--- config.mk ---
export PLATFORM = sky130hd
export DESIGN_NAME = hex_board_cell_neighbors_top_flat
export DESIGN_NICKNAME = d
export VERILOG_FILES = /design/src/hdl/hbcn_pkg.sv /design/src/hdl/hbcn_if.sv /design/src/hdl/hbcn_csr.sv /design/src/hdl/hbcn_search_stage.sv /design/src/hdl/hbcn_neighbors.sv /design/src/hdl/hex_board_cell_neighbors_top.sv /design/src/flat_wrapper.sv
export VERILOG_INCLUDE_DIRS = /design/src /design/src/hdl
export SDC_FILE = /design/constraint.sdc
export NUM_CORES = 2
export LEC_CHECK = 0
export ABC_AREA = 1
export BUFFER_PORTS_ARGS = -buffer_cell sky130_fd_sc_hd__buf_2
export CORE_MARGIN = 1.5
export CORE_UTILIZATION = 60
export CTS_BUF_LIST = sky130_fd_sc_hd__clkbuf_8 sky130_fd_sc_hd__clkbuf_16
export CTS_CLUSTER_SIZE = 28
export DETAILED_ROUTE_END_ITERATION = 16
export GPL_ROUTABILITY_DRIVEN = 0
export GPL_TIMING_DRIVEN = 0
export HOLD_SLACK_MARGIN = 0.03
export PLACE_DENSITY = 0.82
export SYNTH_ARGS = -nofsm -noshare
export SYNTH_HDL_FRONTEND = slang
export SYNTH_HIERARCHICAL = 1
export SYNTH_SLANG_ARGS = --single-unit
--- constraint.sdc ---
create_clock -name clock -period 13.1 [get_ports clock]
set_input_delay 1.965 -clock clock [delete_from_list [all_inputs] [get_ports clock]]
set_output_delay 1.965 -clock clock [all_outputs]
set_load 0.01 [all_outputs]
--- src/hdl/hex_board_cell_neighbors_top_macros.svh ---
// assertion macros for the hex board neighbour block
// used by hbcn_neighbors, the rtl file that carries concurrent assertions; needs nothing else
`ifndef HEX_BOARD_CELL_NEIGHBORS_TOP_MACROS_SVH
`define HEX_BOARD_CELL_NEIGHBORS_TOP_MACROS_SVH

// same-cycle implication, disabled while rst is high
`define HBCN_ASSERT_IMPL(label, clk, rst, ante, cons, msg) \
   label: assert property (@(posedge clk) disable iff (rst) (ante) |-> (cons)) \
      else $error(msg);

// next-cycle implication, disabled while rst is high
`define HBCN_ASSERT_NEXT(label, clk, rst, ante, cons, msg) \
   label: assert property (@(posedge clk) disable iff (rst) (ante) |=> (cons)) \
      else $error(msg);

`endif

--- src/hdl/hbcn_pkg.sv ---
// shared field widths, register codes and the configuration struct
// no dependencies; compiled before every other file of the block
package hbcn_pkg;

   localparam int IDX_W   = 12;
   localparam int RAD_W   = 6;
   localparam int COL_W   = 6;
   localparam int ROW_W   = 6;
   localparam int NB_W    = 13;
   localparam int CELLS_W = 12;
   localparam int DATA_W  = 32;
   localparam int ADDR_W  = 3;

   // register index taken from paddr[2]
   localparam logic REG_BOARD_RADIUS = 1'b0;

   localparam logic [RAD_W-1:0] RADIUS_RESET = 6'd5;
   localparam logic [NB_W-1:0]  NO_CELL      = '1;

   // effective board settings derived from the radius register
   typedef struct packed {
      logic [RAD_W-1:0]   radius;
      logic [CELLS_W-1:0] cells;
   } cfg_type;

endpackage

--- src/hdl/hbcn_if.sv ---
// request and response channel interfaces with valid/ready handshake
// depends on hbcn_pkg for the field widths
interface hbcn_req_if;
   import hbcn_pkg::*;

   logic             valid;
   logic             ready;
   logic [IDX_W-1:0] cell_index;

   modport source (output valid, output cell_index, input ready);
   modport sink (input valid, input cell_index, output ready);
endinterface

interface hbcn_rsp_if;
   import hbcn_pkg::*;

   logic                    valid;
   logic                    ready;
   logic signed [COL_W-1:0] column;
   logic [ROW_W-1:0]        row;
   logic signed [NB_W-1:0]  nb_up;
   logic signed [NB_W-1:0]  nb_up_right;
   logic signed [NB_W-1:0]  nb_down_right;
   logic signed [NB_W-1:0]  nb_down;
   logic signed [NB_W-1:0]  nb_down_left;
   logic signed [NB_W-1:0]  nb_up_left;
   logic                    invalid;

   modport source (output valid, output column, output row, output nb_up,
                   output nb_up_right, output nb_down_right, output nb_down,
                   output nb_down_left, output nb_up_left, output invalid,
                   input ready);
   modport sink (input valid, input column, input row, input nb_up,
                 input nb_up_right, input nb_down_right, input nb_down,
                 input nb_down_left, input nb_up_left, input invalid,
                 output ready);
endinterface

--- src/hdl/hbcn_csr.sv ---
// apb-style register port holding board_radius and its derived settings
// depends on hbcn_pkg
module hbcn_csr #(
   parameter int MAX_RADIUS = 32
) (
   input  logic                        clock,
   input  logic                        reset,
   input  logic                        csr_psel,
   input  logic                        csr_penable,
   input  logic                        csr_pwrite,
   input  logic [hbcn_pkg::ADDR_W-1:0] csr_paddr,
   input  logic [hbcn_pkg::DATA_W-1:0] csr_pwdata,
   output logic [hbcn_pkg::DATA_W-1:0] csr_prdata,
   output logic                        csr_pready,
   output hbcn_pkg::cfg_type           cfg
);
   import hbcn_pkg::*;

   localparam int PW = 2 * RAD_W + 2;
   localparam logic [RAD_W-1:0] MAX_R = RAD_W'(MAX_RADIUS);

   // clamp the radius and work out the cell count 3r(r-1)+1
   function automatic cfg_type eff_cfg(input logic [RAD_W-1:0] raw);
      cfg_type          c;
      logic [RAD_W-1:0] r;
      logic [PW-1:0]    prod;
      r = raw;
      if (r == '0) r = RAD_W'(1);
      if (r > MAX_R) r = MAX_R;
      prod = PW'(r) * PW'(r - RAD_W'(1));
      c.radius = r;
      c.cells  = CELLS_W'(PW'(3) * prod + PW'(1));
      return c;
   endfunction

   logic             wr_en;
   logic [RAD_W-1:0] radius_raw_ff, radius_raw_in;
   cfg_type          cfg_ff, cfg_in;

   assign csr_pready = 1'b1;
   assign wr_en = csr_psel && csr_penable && csr_pwrite && csr_pready;

   // register write decode
   always_comb begin
      radius_raw_in = radius_raw_ff;
      cfg_in        = cfg_ff;
      if (wr_en && (csr_paddr[2] == REG_BOARD_RADIUS)) begin
         radius_raw_in = csr_pwdata[RAD_W-1:0];
         cfg_in        = eff_cfg(csr_pwdata[RAD_W-1:0]);
      end
   end

   always_ff @(posedge clock) begin
      if (reset) begin
         radius_raw_ff <= RADIUS_RESET;
         cfg_ff        <= eff_cfg(RADIUS_RESET);
      end else begin
         radius_raw_ff <= radius_raw_in;
         cfg_ff        <= cfg_in;
      end
   end

   // read back the raw register value
   always_comb begin
      csr_prdata = '0;
      if (csr_paddr[2] == REG_BOARD_RADIUS) begin
         csr_prdata = DATA_W'(radius_raw_ff);
      end
   end

   assign cfg = cfg_ff;

endmodule

--- src/hdl/hbcn_search_stage.sv ---
// one step of the pipelined binary search for the cell's column
// depends on hbcn_pkg; tests one bit of the column number per stage
module hbcn_search_stage #(
   parameter int CW  = 6,
   parameter int BIT = 0
) (
   input  logic                         clock,
   input  logic                         reset,
   input  hbcn_pkg::cfg_type            cfg,
   input  logic                         in_valid,
   output logic                         in_ready,
   input  logic [hbcn_pkg::IDX_W-1:0]   in_index,
   input  logic                         in_invalid,
   input  logic [CW-1:0]                in_col,
   input  logic [hbcn_pkg::IDX_W-1:0]   in_start,
   output logic                         out_valid,
   input  logic                         out_ready,
   output logic [hbcn_pkg::IDX_W-1:0]   out_index,
   output logic                         out_invalid,
   output logic [CW-1:0]                out_col,
   output logic [hbcn_pkg::IDX_W-1:0]   out_start
);
   import hbcn_pkg::*;

   localparam int SW = 16;

   logic [CW-1:0]    trial;
   logic [SW-1:0]    t_w, r_w, lim_w, m_w, sum_w, st_w;
   logic             in_range, left_half, take;

   logic             valid_ff, valid_in;
   logic [IDX_W-1:0] index_ff, index_in;
   logic             invalid_ff, invalid_in;
   logic [CW-1:0]    col_ff, col_in;
   logic [IDX_W-1:0] start_ff, start_in;

   // start of the trial column: left half sums m columns of length r..r+m-1,
   // right half counts back from the cell total
   always_comb begin
      trial     = in_col | (CW'(1) << BIT);
      t_w       = SW'(trial);
      r_w       = SW'(cfg.radius);
      lim_w     = (r_w << 1) - SW'(2);
      in_range  = (t_w <= lim_w);
      left_half = (t_w < r_w);
      m_w       = left_half ? t_w : ((r_w << 1) - SW'(1) - t_w);
      sum_w     = (m_w * r_w) + ((m_w * (m_w - SW'(1))) >> 1);
      st_w      = left_half ? sum_w : (SW'(cfg.cells) - sum_w);
      take      = in_range && (st_w <= SW'(in_index));
   end

   assign in_ready = !valid_ff || out_ready;

   // stage register next values
   always_comb begin
      valid_in   = valid_ff;
      index_in   = index_ff;
      invalid_in = invalid_ff;
      col_in     = col_ff;
      start_in   = start_ff;
      if (in_ready) begin
         valid_in   = in_valid;
         index_in   = in_index;
         invalid_in = in_invalid;
         col_in     = take ? trial : in_col;
         start_in   = take ? st_w[IDX_W-1:0] : in_start;
      end
   end

   always_ff @(posedge clock) begin
      if (reset) valid_ff <= 1'b0;
      else       valid_ff <= valid_in;
   end

   always_ff @(posedge clock) begin
      index_ff   <= index_in;
      invalid_ff <= invalid_in;
      col_ff     <= col_in;
      start_ff   <= start_in;
   end

   assign out_valid   = valid_ff;
   assign out_index   = index_ff;
   assign out_invalid = invalid_ff;
   assign out_col     = col_ff;
   assign out_start   = start_ff;

endmodule

--- src/hdl/hbcn_neighbors.sv ---
// final stage: row, signed column and the six neighbour indices
// depends on hbcn_pkg, hbcn_rsp_if and the assertion macro header
`include "hex_board_cell_neighbors_top_macros.svh"

module hbcn_neighbors #(
   parameter int CW = 6
) (
   input  logic                       clock,
   input  logic                       reset,
   input  hbcn_pkg::cfg_type          cfg,
   input  logic                       in_valid,
   output logic                       in_ready,
   input  logic [hbcn_pkg::IDX_W-1:0] in_index,
   input  logic                       in_invalid,
   input  logic [CW-1:0]              in_col,
   input  logic [hbcn_pkg::IDX_W-1:0] in_start,
   hbcn_rsp_if.source                 rsp_if
);
   import hbcn_pkg::*;

   localparam int SW = 14;

   logic signed [SW-1:0] n_s, k_s, r_s, col_s, ac_s, last_s, row_s;
   logic signed [SW-1:0] up_s, upr_s, dnr_s, dn_s, dnl_s, upl_s;
   logic                 top_row, bot_row, col_neg, col_pos, col_first, col_last;

   logic                    valid_ff, valid_in;
   logic signed [COL_W-1:0] column_ff, column_in;
   logic [ROW_W-1:0]        row_ff, row_in;
   logic [NB_W-1:0]         up_ff, up_in, upr_ff, upr_in, dnr_ff, dnr_in;
   logic [NB_W-1:0]         dn_ff, dn_in, dnl_ff, dnl_in, upl_ff, upl_in;
   logic                    invalid_ff, invalid_in;

   // position of the cell on the board
   always_comb begin
      n_s       = $signed(SW'(in_index));
      k_s       = $signed(SW'(in_col));
      r_s       = $signed(SW'(cfg.radius));
      col_s     = k_s - r_s + SW'(1);
      ac_s      = (col_s < 0) ? -col_s : col_s;
      last_s    = (r_s <<< 1) - SW'(2) - ac_s;
      row_s     = $signed(SW'(in_index - in_start));
      top_row   = (row_s == '0);
      bot_row   = (row_s == last_s);
      col_neg   = (col_s < 0);
      col_pos   = (col_s > 0);
      col_first = (col_s == -(r_s - SW'(1)));
      col_last  = (col_s == (r_s - SW'(1)));
   end

   // neighbour indices, all ones where off the board
   always_comb begin
      up_s  = top_row ? -SW'(1) : (n_s - SW'(1));
      dn_s  = bot_row ? -SW'(1) : (n_s + SW'(1));
      upr_s = ((top_row && !col_neg) || col_last) ? -SW'(1)
            : (n_s + (r_s <<< 1) - ac_s - SW'(2) + (col_neg ? SW'(1) : SW'(0)));
      dnr_s = ((bot_row && !col_neg) || col_last) ? -SW'(1)
            : (n_s + (r_s <<< 1) - ac_s - (col_neg ? SW'(0) : SW'(1)));
      dnl_s = ((bot_row && !col_pos) || col_first) ? -SW'(1)
            : (n_s - (r_s <<< 1) + ac_s + SW'(2) - (col_pos ? SW'(1) : SW'(0)));
      upl_s = ((top_row && !col_pos) || col_first) ? -SW'(1)
            : (n_s - (r_s <<< 1) + ac_s + (col_pos ? SW'(0) : SW'(1)));
   end

   assign in_ready = !valid_ff || rsp_if.ready;

   // output register next values; an off-board index gives all zeros
   always_comb begin
      valid_in   = valid_ff;
      column_in  = column_ff;
      row_in     = row_ff;
      up_in      = up_ff;
      upr_in     = upr_ff;
      dnr_in     = dnr_ff;
      dn_in      = dn_ff;
      dnl_in     = dnl_ff;
      upl_in     = upl_ff;
      invalid_in = invalid_ff;
      if (in_ready) begin
         valid_in   = in_valid;
         invalid_in = in_invalid;
         if (in_invalid) begin
            column_in = '0;
            row_in    = '0;
            up_in     = '0;
            upr_in    = '0;
            dnr_in    = '0;
            dn_in     = '0;
            dnl_in    = '0;
            upl_in    = '0;
         end else begin
            column_in = col_s[COL_W-1:0];
            row_in    = row_s[ROW_W-1:0];
            up_in     = up_s[NB_W-1:0];
            upr_in    = upr_s[NB_W-1:0];
            dnr_in    = dnr_s[NB_W-1:0];
            dn_in     = dn_s[NB_W-1:0];
            dnl_in    = dnl_s[NB_W-1:0];
            upl_in    = upl_s[NB_W-1:0];
         end
      end
   end

   always_ff @(posedge clock) begin
      if (reset) valid_ff <= 1'b0;
      else       valid_ff <= valid_in;
   end

   always_ff @(posedge clock) begin
      column_ff  <= column_in;
      row_ff     <= row_in;
      up_ff      <= up_in;
      upr_ff     <= upr_in;
      dnr_ff     <= dnr_in;
      dn_ff      <= dn_in;
      dnl_ff     <= dnl_in;
      upl_ff     <= upl_in;
      invalid_ff <= invalid_in;
   end

   assign rsp_if.valid         = valid_ff;
   assign rsp_if.column        = column_ff;
   assign rsp_if.row           = row_ff;
   assign rsp_if.nb_up         = $signed(up_ff);
   assign rsp_if.nb_up_right   = $signed(upr_ff);
   assign rsp_if.nb_down_right = $signed(dnr_ff);
   assign rsp_if.nb_down       = $signed(dn_ff);
   assign rsp_if.nb_down_left  = $signed(dnl_ff);
   assign rsp_if.nb_up_left    = $signed(upl_ff);
   assign rsp_if.invalid       = invalid_ff;

   // checks on the result register
   `HBCN_ASSERT_NEXT(a_reset_empties, clock, 1'b0, reset, !valid_ff, "output valid after reset")
   `HBCN_ASSERT_IMPL(a_invalid_zero, clock, reset, valid_ff && invalid_ff, (column_ff == '0) && (row_ff == '0) && (up_ff == '0) && (dnl_ff == '0), "off-board transaction with non-zero fields")
   `HBCN_ASSERT_IMPL(a_top_row_up, clock, reset, valid_ff && !invalid_ff, (row_ff == '0) == (up_ff == NO_CELL), "up neighbour disagrees with row")
   `HBCN_ASSERT_IMPL(a_row_in_column, clock, reset, valid_ff && !invalid_ff, (ROW_W + 1)'(row_ff) <= (ROW_W + 1)'(cfg.radius) * (ROW_W + 1)'(2) - (ROW_W + 1)'(2), "row beyond column length")

endmodule

--- src/hdl/hex_board_cell_neighbors_top.sv ---
// pipeline: clog2(2*MAX_RADIUS-1) search stages plus one result stage
// throughput: one transaction per cycle while rsp ready stays high; each search stage settles one column bit
// stalls hold every stage in place through a ready chain, nothing is dropped
// reset: synchronous, clears all stage valid bits and sets board_radius to 5
// top level of the hex board neighbour block
// depends on hbcn_pkg, hbcn_if, hbcn_csr, hbcn_search_stage, hbcn_neighbors
module hex_board_cell_neighbors_top #(
   parameter int MAX_RADIUS = 32
) (
   input  logic                        clock,
   input  logic                        reset,
   hbcn_req_if.sink                    req_if,
   hbcn_rsp_if.source                  rsp_if,
   input  logic                        csr_psel,
   input  logic                        csr_penable,
   input  logic                        csr_pwrite,
   input  logic [hbcn_pkg::ADDR_W-1:0] csr_paddr,
   input  logic [hbcn_pkg::DATA_W-1:0] csr_pwdata,
   output logic [hbcn_pkg::DATA_W-1:0] csr_prdata,
   output logic                        csr_pready
);
   import hbcn_pkg::*;

   localparam int NCOL = 2 * MAX_RADIUS - 1;
   localparam int CW   = ($clog2(NCOL) > 0) ? $clog2(NCOL) : 1;

   cfg_type          cfg;
   logic             st_valid   [0:CW];
   logic             st_ready   [0:CW];
   logic [IDX_W-1:0] st_index   [0:CW];
   logic             st_invalid [0:CW];
   logic [CW-1:0]    st_col     [0:CW];
   logic [IDX_W-1:0] st_start   [0:CW];

   hbcn_csr #(.MAX_RADIUS(MAX_RADIUS)) u_csr (
      .clock       (clock),
      .reset       (reset),
      .csr_psel    (csr_psel),
      .csr_penable (csr_penable),
      .csr_pwrite  (csr_pwrite),
      .csr_paddr   (csr_paddr),
      .csr_pwdata  (csr_pwdata),
      .csr_prdata  (csr_prdata),
      .csr_pready  (csr_pready),
      .cfg         (cfg)
   );

   // search entry: column 0 starts at cell 0, off-board check against cell count
   assign st_valid[0]   = req_if.valid;
   assign req_if.ready  = st_ready[0];
   assign st_index[0]   = req_if.cell_index;
   assign st_invalid[0] = (req_if.cell_index >= cfg.cells);
   assign st_col[0]     = '0;
   assign st_start[0]   = '0;

   // one stage per column bit, most significant first
   for (genvar i = 0; i < CW; i++) begin : g_search
      hbcn_search_stage #(.CW(CW), .BIT(CW - 1 - i)) u_stage (
         .clock       (clock),
         .reset       (reset),
         .cfg         (cfg),
         .in_valid    (st_valid[i]),
         .in_ready    (st_ready[i]),
         .in_index    (st_index[i]),
         .in_invalid  (st_invalid[i]),
         .in_col      (st_col[i]),
         .in_start    (st_start[i]),
         .out_valid   (st_valid[i+1]),
         .out_ready   (st_ready[i+1]),
         .out_index   (st_index[i+1]),
         .out_invalid (st_invalid[i+1]),
         .out_col     (st_col[i+1]),
         .out_start   (st_start[i+1])
      );
   end

   hbcn_neighbors #(.CW(CW)) u_neighbors (
      .clock      (clock),
      .reset      (reset),
      .cfg        (cfg),
      .in_valid   (st_valid[CW]),
      .in_ready   (st_ready[CW]),
      .in_index   (st_index[CW]),
      .in_invalid (st_invalid[CW]),
      .in_col     (st_col[CW]),
      .in_start   (st_start[CW]),
      .rsp_if     (rsp_if)
   );

endmodule

--- src/flat_wrapper.sv ---
// flat-port wrapper written by rule: the top's interface ports become plain ports
module hex_board_cell_neighbors_top_flat import hbcn_pkg::*;
#(
   parameter int MAX_RADIUS = 32
)
  (clock, reset, csr_psel, csr_penable, csr_pwrite, csr_paddr, csr_pwdata, csr_prdata, csr_pready, req_if_valid, req_if_cell_index, req_if_ready, rsp_if_valid, rsp_if_column, rsp_if_row, rsp_if_nb_up, rsp_if_nb_up_right, rsp_if_nb_down_right, rsp_if_nb_down, rsp_if_nb_down_left, rsp_if_nb_up_left, rsp_if_invalid, rsp_if_ready);
  hbcn_req_if req_if_i ();
  hbcn_rsp_if rsp_if_i ();
  input  logic clock;
  input  logic reset;
  input  logic csr_psel;
  input  logic csr_penable;
  input  logic csr_pwrite;
  input  logic [hbcn_pkg::ADDR_W-1:0] csr_paddr;
  input  logic [hbcn_pkg::DATA_W-1:0] csr_pwdata;
  output logic [hbcn_pkg::DATA_W-1:0] csr_prdata;
  output logic csr_pready;
  input wire logic [$bits(req_if_i.valid)-1:0] req_if_valid;
  input wire logic [$bits(req_if_i.cell_index)-1:0] req_if_cell_index;
  output wire logic [$bits(req_if_i.ready)-1:0] req_if_ready;
  output wire logic [$bits(rsp_if_i.valid)-1:0] rsp_if_valid;
  output wire logic [$bits(rsp_if_i.column)-1:0] rsp_if_column;
  output wire logic [$bits(rsp_if_i.row)-1:0] rsp_if_row;
  output wire logic [$bits(rsp_if_i.nb_up)-1:0] rsp_if_nb_up;
  output wire logic [$bits(rsp_if_i.nb_up_right)-1:0] rsp_if_nb_up_right;
  output wire logic [$bits(rsp_if_i.nb_down_right)-1:0] rsp_if_nb_down_right;
  output wire logic [$bits(rsp_if_i.nb_down)-1:0] rsp_if_nb_down;
  output wire logic [$bits(rsp_if_i.nb_down_left)-1:0] rsp_if_nb_down_left;
  output wire logic [$bits(rsp_if_i.nb_up_left)-1:0] rsp_if_nb_up_left;
  output wire logic [$bits(rsp_if_i.invalid)-1:0] rsp_if_invalid;
  input wire logic [$bits(rsp_if_i.ready)-1:0] rsp_if_ready;
  assign req_if_i.valid = req_if_valid;
  assign req_if_i.cell_index = req_if_cell_index;
  assign req_if_ready = req_if_i.ready;
  assign rsp_if_valid = rsp_if_i.valid;
  assign rsp_if_column = rsp_if_i.column;
  assign rsp_if_row = rsp_if_i.row;
  assign rsp_if_nb_up = rsp_if_i.nb_up;
  assign rsp_if_nb_up_right = rsp_if_i.nb_up_right;
  assign rsp_if_nb_down_right = rsp_if_i.nb_down_right;
  assign rsp_if_nb_down = rsp_if_i.nb_down;
  assign rsp_if_nb_down_left = rsp_if_i.nb_down_left;
  assign rsp_if_nb_up_left = rsp_if_i.nb_up_left;
  assign rsp_if_invalid = rsp_if_i.invalid;
  assign rsp_if_i.ready = rsp_if_ready;
  hex_board_cell_neighbors_top #(.MAX_RADIUS(MAX_RADIUS)) u_core (.clock(clock), .reset(reset), .req_if(req_if_i), .rsp_if(rsp_if_i), .csr_psel(csr_psel), .csr_penable(csr_penable), .csr_pwrite(csr_pwrite), .csr_paddr(csr_paddr), .csr_pwdata(csr_pwdata), .csr_prdata(csr_prdata), .csr_pready(csr_pready));
endmodule
==> flow_metrics.tcl <==
set metrics [dict create \
    overflow 0 \
    die_w_um 348 \
    r2r-start "u_core/u_csr/cfg[15]" \
    root_buffer "clkbuf_16" \
    clkSinkCount 307 \
    drive_gt1_frac 0.0742 \
    seqCellArea_sq_mm 0.00894 \
    viasPerCell 5.59 \
    grt_pass1_vias 63300 \
    wl_per_cell_um 16.9 \
    maxCapViolations 0 \
    synth_seq_area_share 0.125 \
    worst_pin_slew_ps 1320 \
    multi_input_area_sq_mm 0.0531 \
    grt_usage 0.316 \
    stdcell_area_sq_mm 0.0761 \
    skew_ps 23.6 \
    clk_latency_ps 560 \
    critPathTopFamily "adder cells" \
    min_path_type "reg2reg" \
    cts_buffers 34 \
    ioPinCount 180 \
    hp-start "u_core/g_search[1].u_stage/out_invalid" \
    die_area_sq_mm 0.121 \
    antenna_found_initial 12 \
    synth_cells 9491 \
    h-tree-depth 2 \
    firstDrtPassIters 10 \
    layout-area-overhead-vs-synth_pct 6.89 \
    core_area_sq_mm 0.118 \
    dpl.hpwl_mm 159 \
    synthesis.area_sq_mm 0.0712 \
    placed_area_sq_mm 0.0742 \
    wl_mm 192 \
    setup_viol 0 \
    dr_total_vias 63300 \
    grt_start_max_net_pins 62 \
    syn_area_per_cell_sq_um 7.50 \
    num_rows 126 \
    clockBufferDepth 3 \
    slew_viol_final 0 \
    critical_path_buf_inv_count 16 \
    hold_violations 0 \
    critPathMaxStageDelay_ps 550 \
    cts_tree "yes" \
    crit_fanout 11 \
    r2r_setup_slack_ps 450 \
    synth-seq-cells 307 \
    drc 0 \
    crit_top_cell "inv_1" \
    end_kind "flop" \
    synth_flop_cell "edfxtp_1" \
    drt_first_iter_violations 5765 \
    synth_cell_type_count 74 \
    layout_min_cycle_time_ps 12650 \
    yosysWarnings 6 \
    cp_slowest_cell "fa_1" \
    port-buffer-count 123 \
    relSlewSlack 0.120 \
    nets 11600 \
    worstPathArrival_ps 13070 \
    status "finished, final reports clean" \
    ant_nets 0 \
    path_clk_slew_ps 60 \
    fmax_mhz 79.1 \
    post-route-period-util 0.966 \
    die_h_um 348 \
    startpoint "u_core/u_csr/cfg[15]" \
    critPathKind "reg2reg" \
    fill_cells 9741 \
    initial_utilization 0.604 \
    grt_first_pass_wirelength_mm 311 \
    synth_edf_count 277 \
    async_reset_ff_frac 0 \
    startpoint_type "flop" \
    required_ps 13520 \
]
==> worst register-to-register path: cells and delay by family (launching register included) <==
family / cells / cell delay (ps)
adder cells (fa/ha/maj): 14 / 5150
buffers and inverters: 16 / 2430
AO/OA/AOI/OAI: 11 / 2130
AND/OR/NAND/NOR: 16 / 1690
XOR/XNOR: 3 / 760
flip-flops: 1 / 360
==> state kept, by name (all words and copies together) (netlist names), 13 cells and up <==
signal                                   cells
u_core/g_search.u_stage/out_index           72
u_core/g_search.u_stage/out_start           72
u_core/g_search.u_stage/out_col             36
u_core/u_csr/cfg                            17
u_core/u_neighbors/rsp_if.nb_down           13
u_core/u_neighbors/rsp_if.nb_down_left      13
u_core/u_neighbors/rsp_if.nb_down_right     13
u_core/u_neighbors/rsp_if.nb_up             13
u_core/u_neighbors/rsp_if.nb_up_left        13
u_core/u_neighbors/rsp_if.nb_up_right       13
==> per-stage QoR <==
step                       util  setup TNS (ps)  std cells  hold slack [ps]  worst slack (ps)
after detailed placement  0.630          -25480      11200              405              -890
after CTS                 0.640               0      11300              416             0.104
final                     0.646               0      11300              416               452
after global placement    0.628         -104720      11200              405             -2080
after floorplan               -               0       9575              400              1380
after global routing      0.646            -443      11300              426             -37.4
==> path summary, 6_finish.rpt <==
kind,to,cells past startpoint
worst min-delay path,u_core/g_search[2].u_stage/out_invalid,0
worst min register to register,u_core/g_search[2].u_stage/out_invalid,0
worst max-delay path,u_core/g_search[0].u_stage/out_start[1],60
worst max register to register,u_core/g_search[0].u_stage/out_start[1],60
==> cell usage in the layout, fill, tap and decap left out, drive strengths merged, types with 7 or more instances in the layout <==
cell type,count
a21o,30
a21oi,426
a31oi,25
buf,282
clkbuf,127
clkinv,24
clkinvlp,11
conb,90
dfxtp,30
edfxtp,277
fa,864
ha,864
inv,2269
mux2i,8
nand2,2163
nand3,551
nand3b,38
nand4,114
nor2,754
nor3,61
nor4,8
o2111ai,12
o211ai,9
o21a,13
o21ai,240
o21bai,32
o221ai,7
o22ai,7
o31ai,9
or2,39
xnor2,128
xor2,250
==> cell type report <==
cell class	count	share of cell area
Antenna cell	5	0.000164
Clock buffer	39	0.0121
Timing Repair Buffer	176	0.0153
Inverter	2283	0.114
Multi-Input combinational cell	6773	0.698
Tap cell	1536	0.0252
Buffer	194	0.0155
Clock inverter	23	0.00271
Sequential cell	307	0.117
==> what timing repair did <==
item / CTS / global route
pin swaps: 1 / 8
endpoints found under the setup margin: 72 / 78
resized for setup: 23 / 126
setup buffers: 2 / 42
cloned: 0 / 1
hold buffers: 0 / 0
==> synth_stat cells, types with 25 or more instances <==
cell / instances / area, sq um
nand4_1: 108 / 676
or2_2: 34 / 213
a21o_1: 29 / 218
nand2_2: 84 / 526
fa_1: 864 / 17300
xnor2_1: 128 / 1120
inv_2: 41 / 154
clkbuf_1: 96 / 360
o21bai_1: 31 / 233
dfxtp_1: 30 / 601
o21ai_1: 25 / 125
buf_4: 44 / 330
o21ai_0: 204 / 1020
inv_1: 2205 / 8280
ha_1: 864 / 10800
nand3_1: 526 / 2630
xor2_1: 245 / 2150
clkinv_1: 26 / 97.6
nand2_1: 2059 / 7730
nor2_1: 714 / 2680
buf_2: 38 / 190
edfxtp_1: 277 / 8320
nor3_1: 58 / 290
a21oi_1: 412 / 2060
nand3b_1: 37 / 278
==> kinds of logic after synthesis <==
group | share of synthesized area
AO/OA/AOI/OAI | 0.0669
XOR/XNOR | 0.0473
adder cells (fa/ha/maj) | 0.395
buffers and inverters | 0.137
flip-flops | 0.125
multiplexers | 0.00112
other | 0.000316
AND/OR/NAND/NOR | 0.227
==> routing by layer <==
metal | GRT usage | wire [um] | vias to the layer above
met1 | 0.386 | 72300 | 29700
met3 | 0.0484 | 17500 | 777
met4 | 0.161 | 11400 | 10
met5 | 0 | 55 | -
met2 | 0.540 | 90500 | 3224
li1 | - | - | 29600
Power is not shown: default switching activity piles up to over one toggle a cycle in this logic, so the estimate is an artifact.
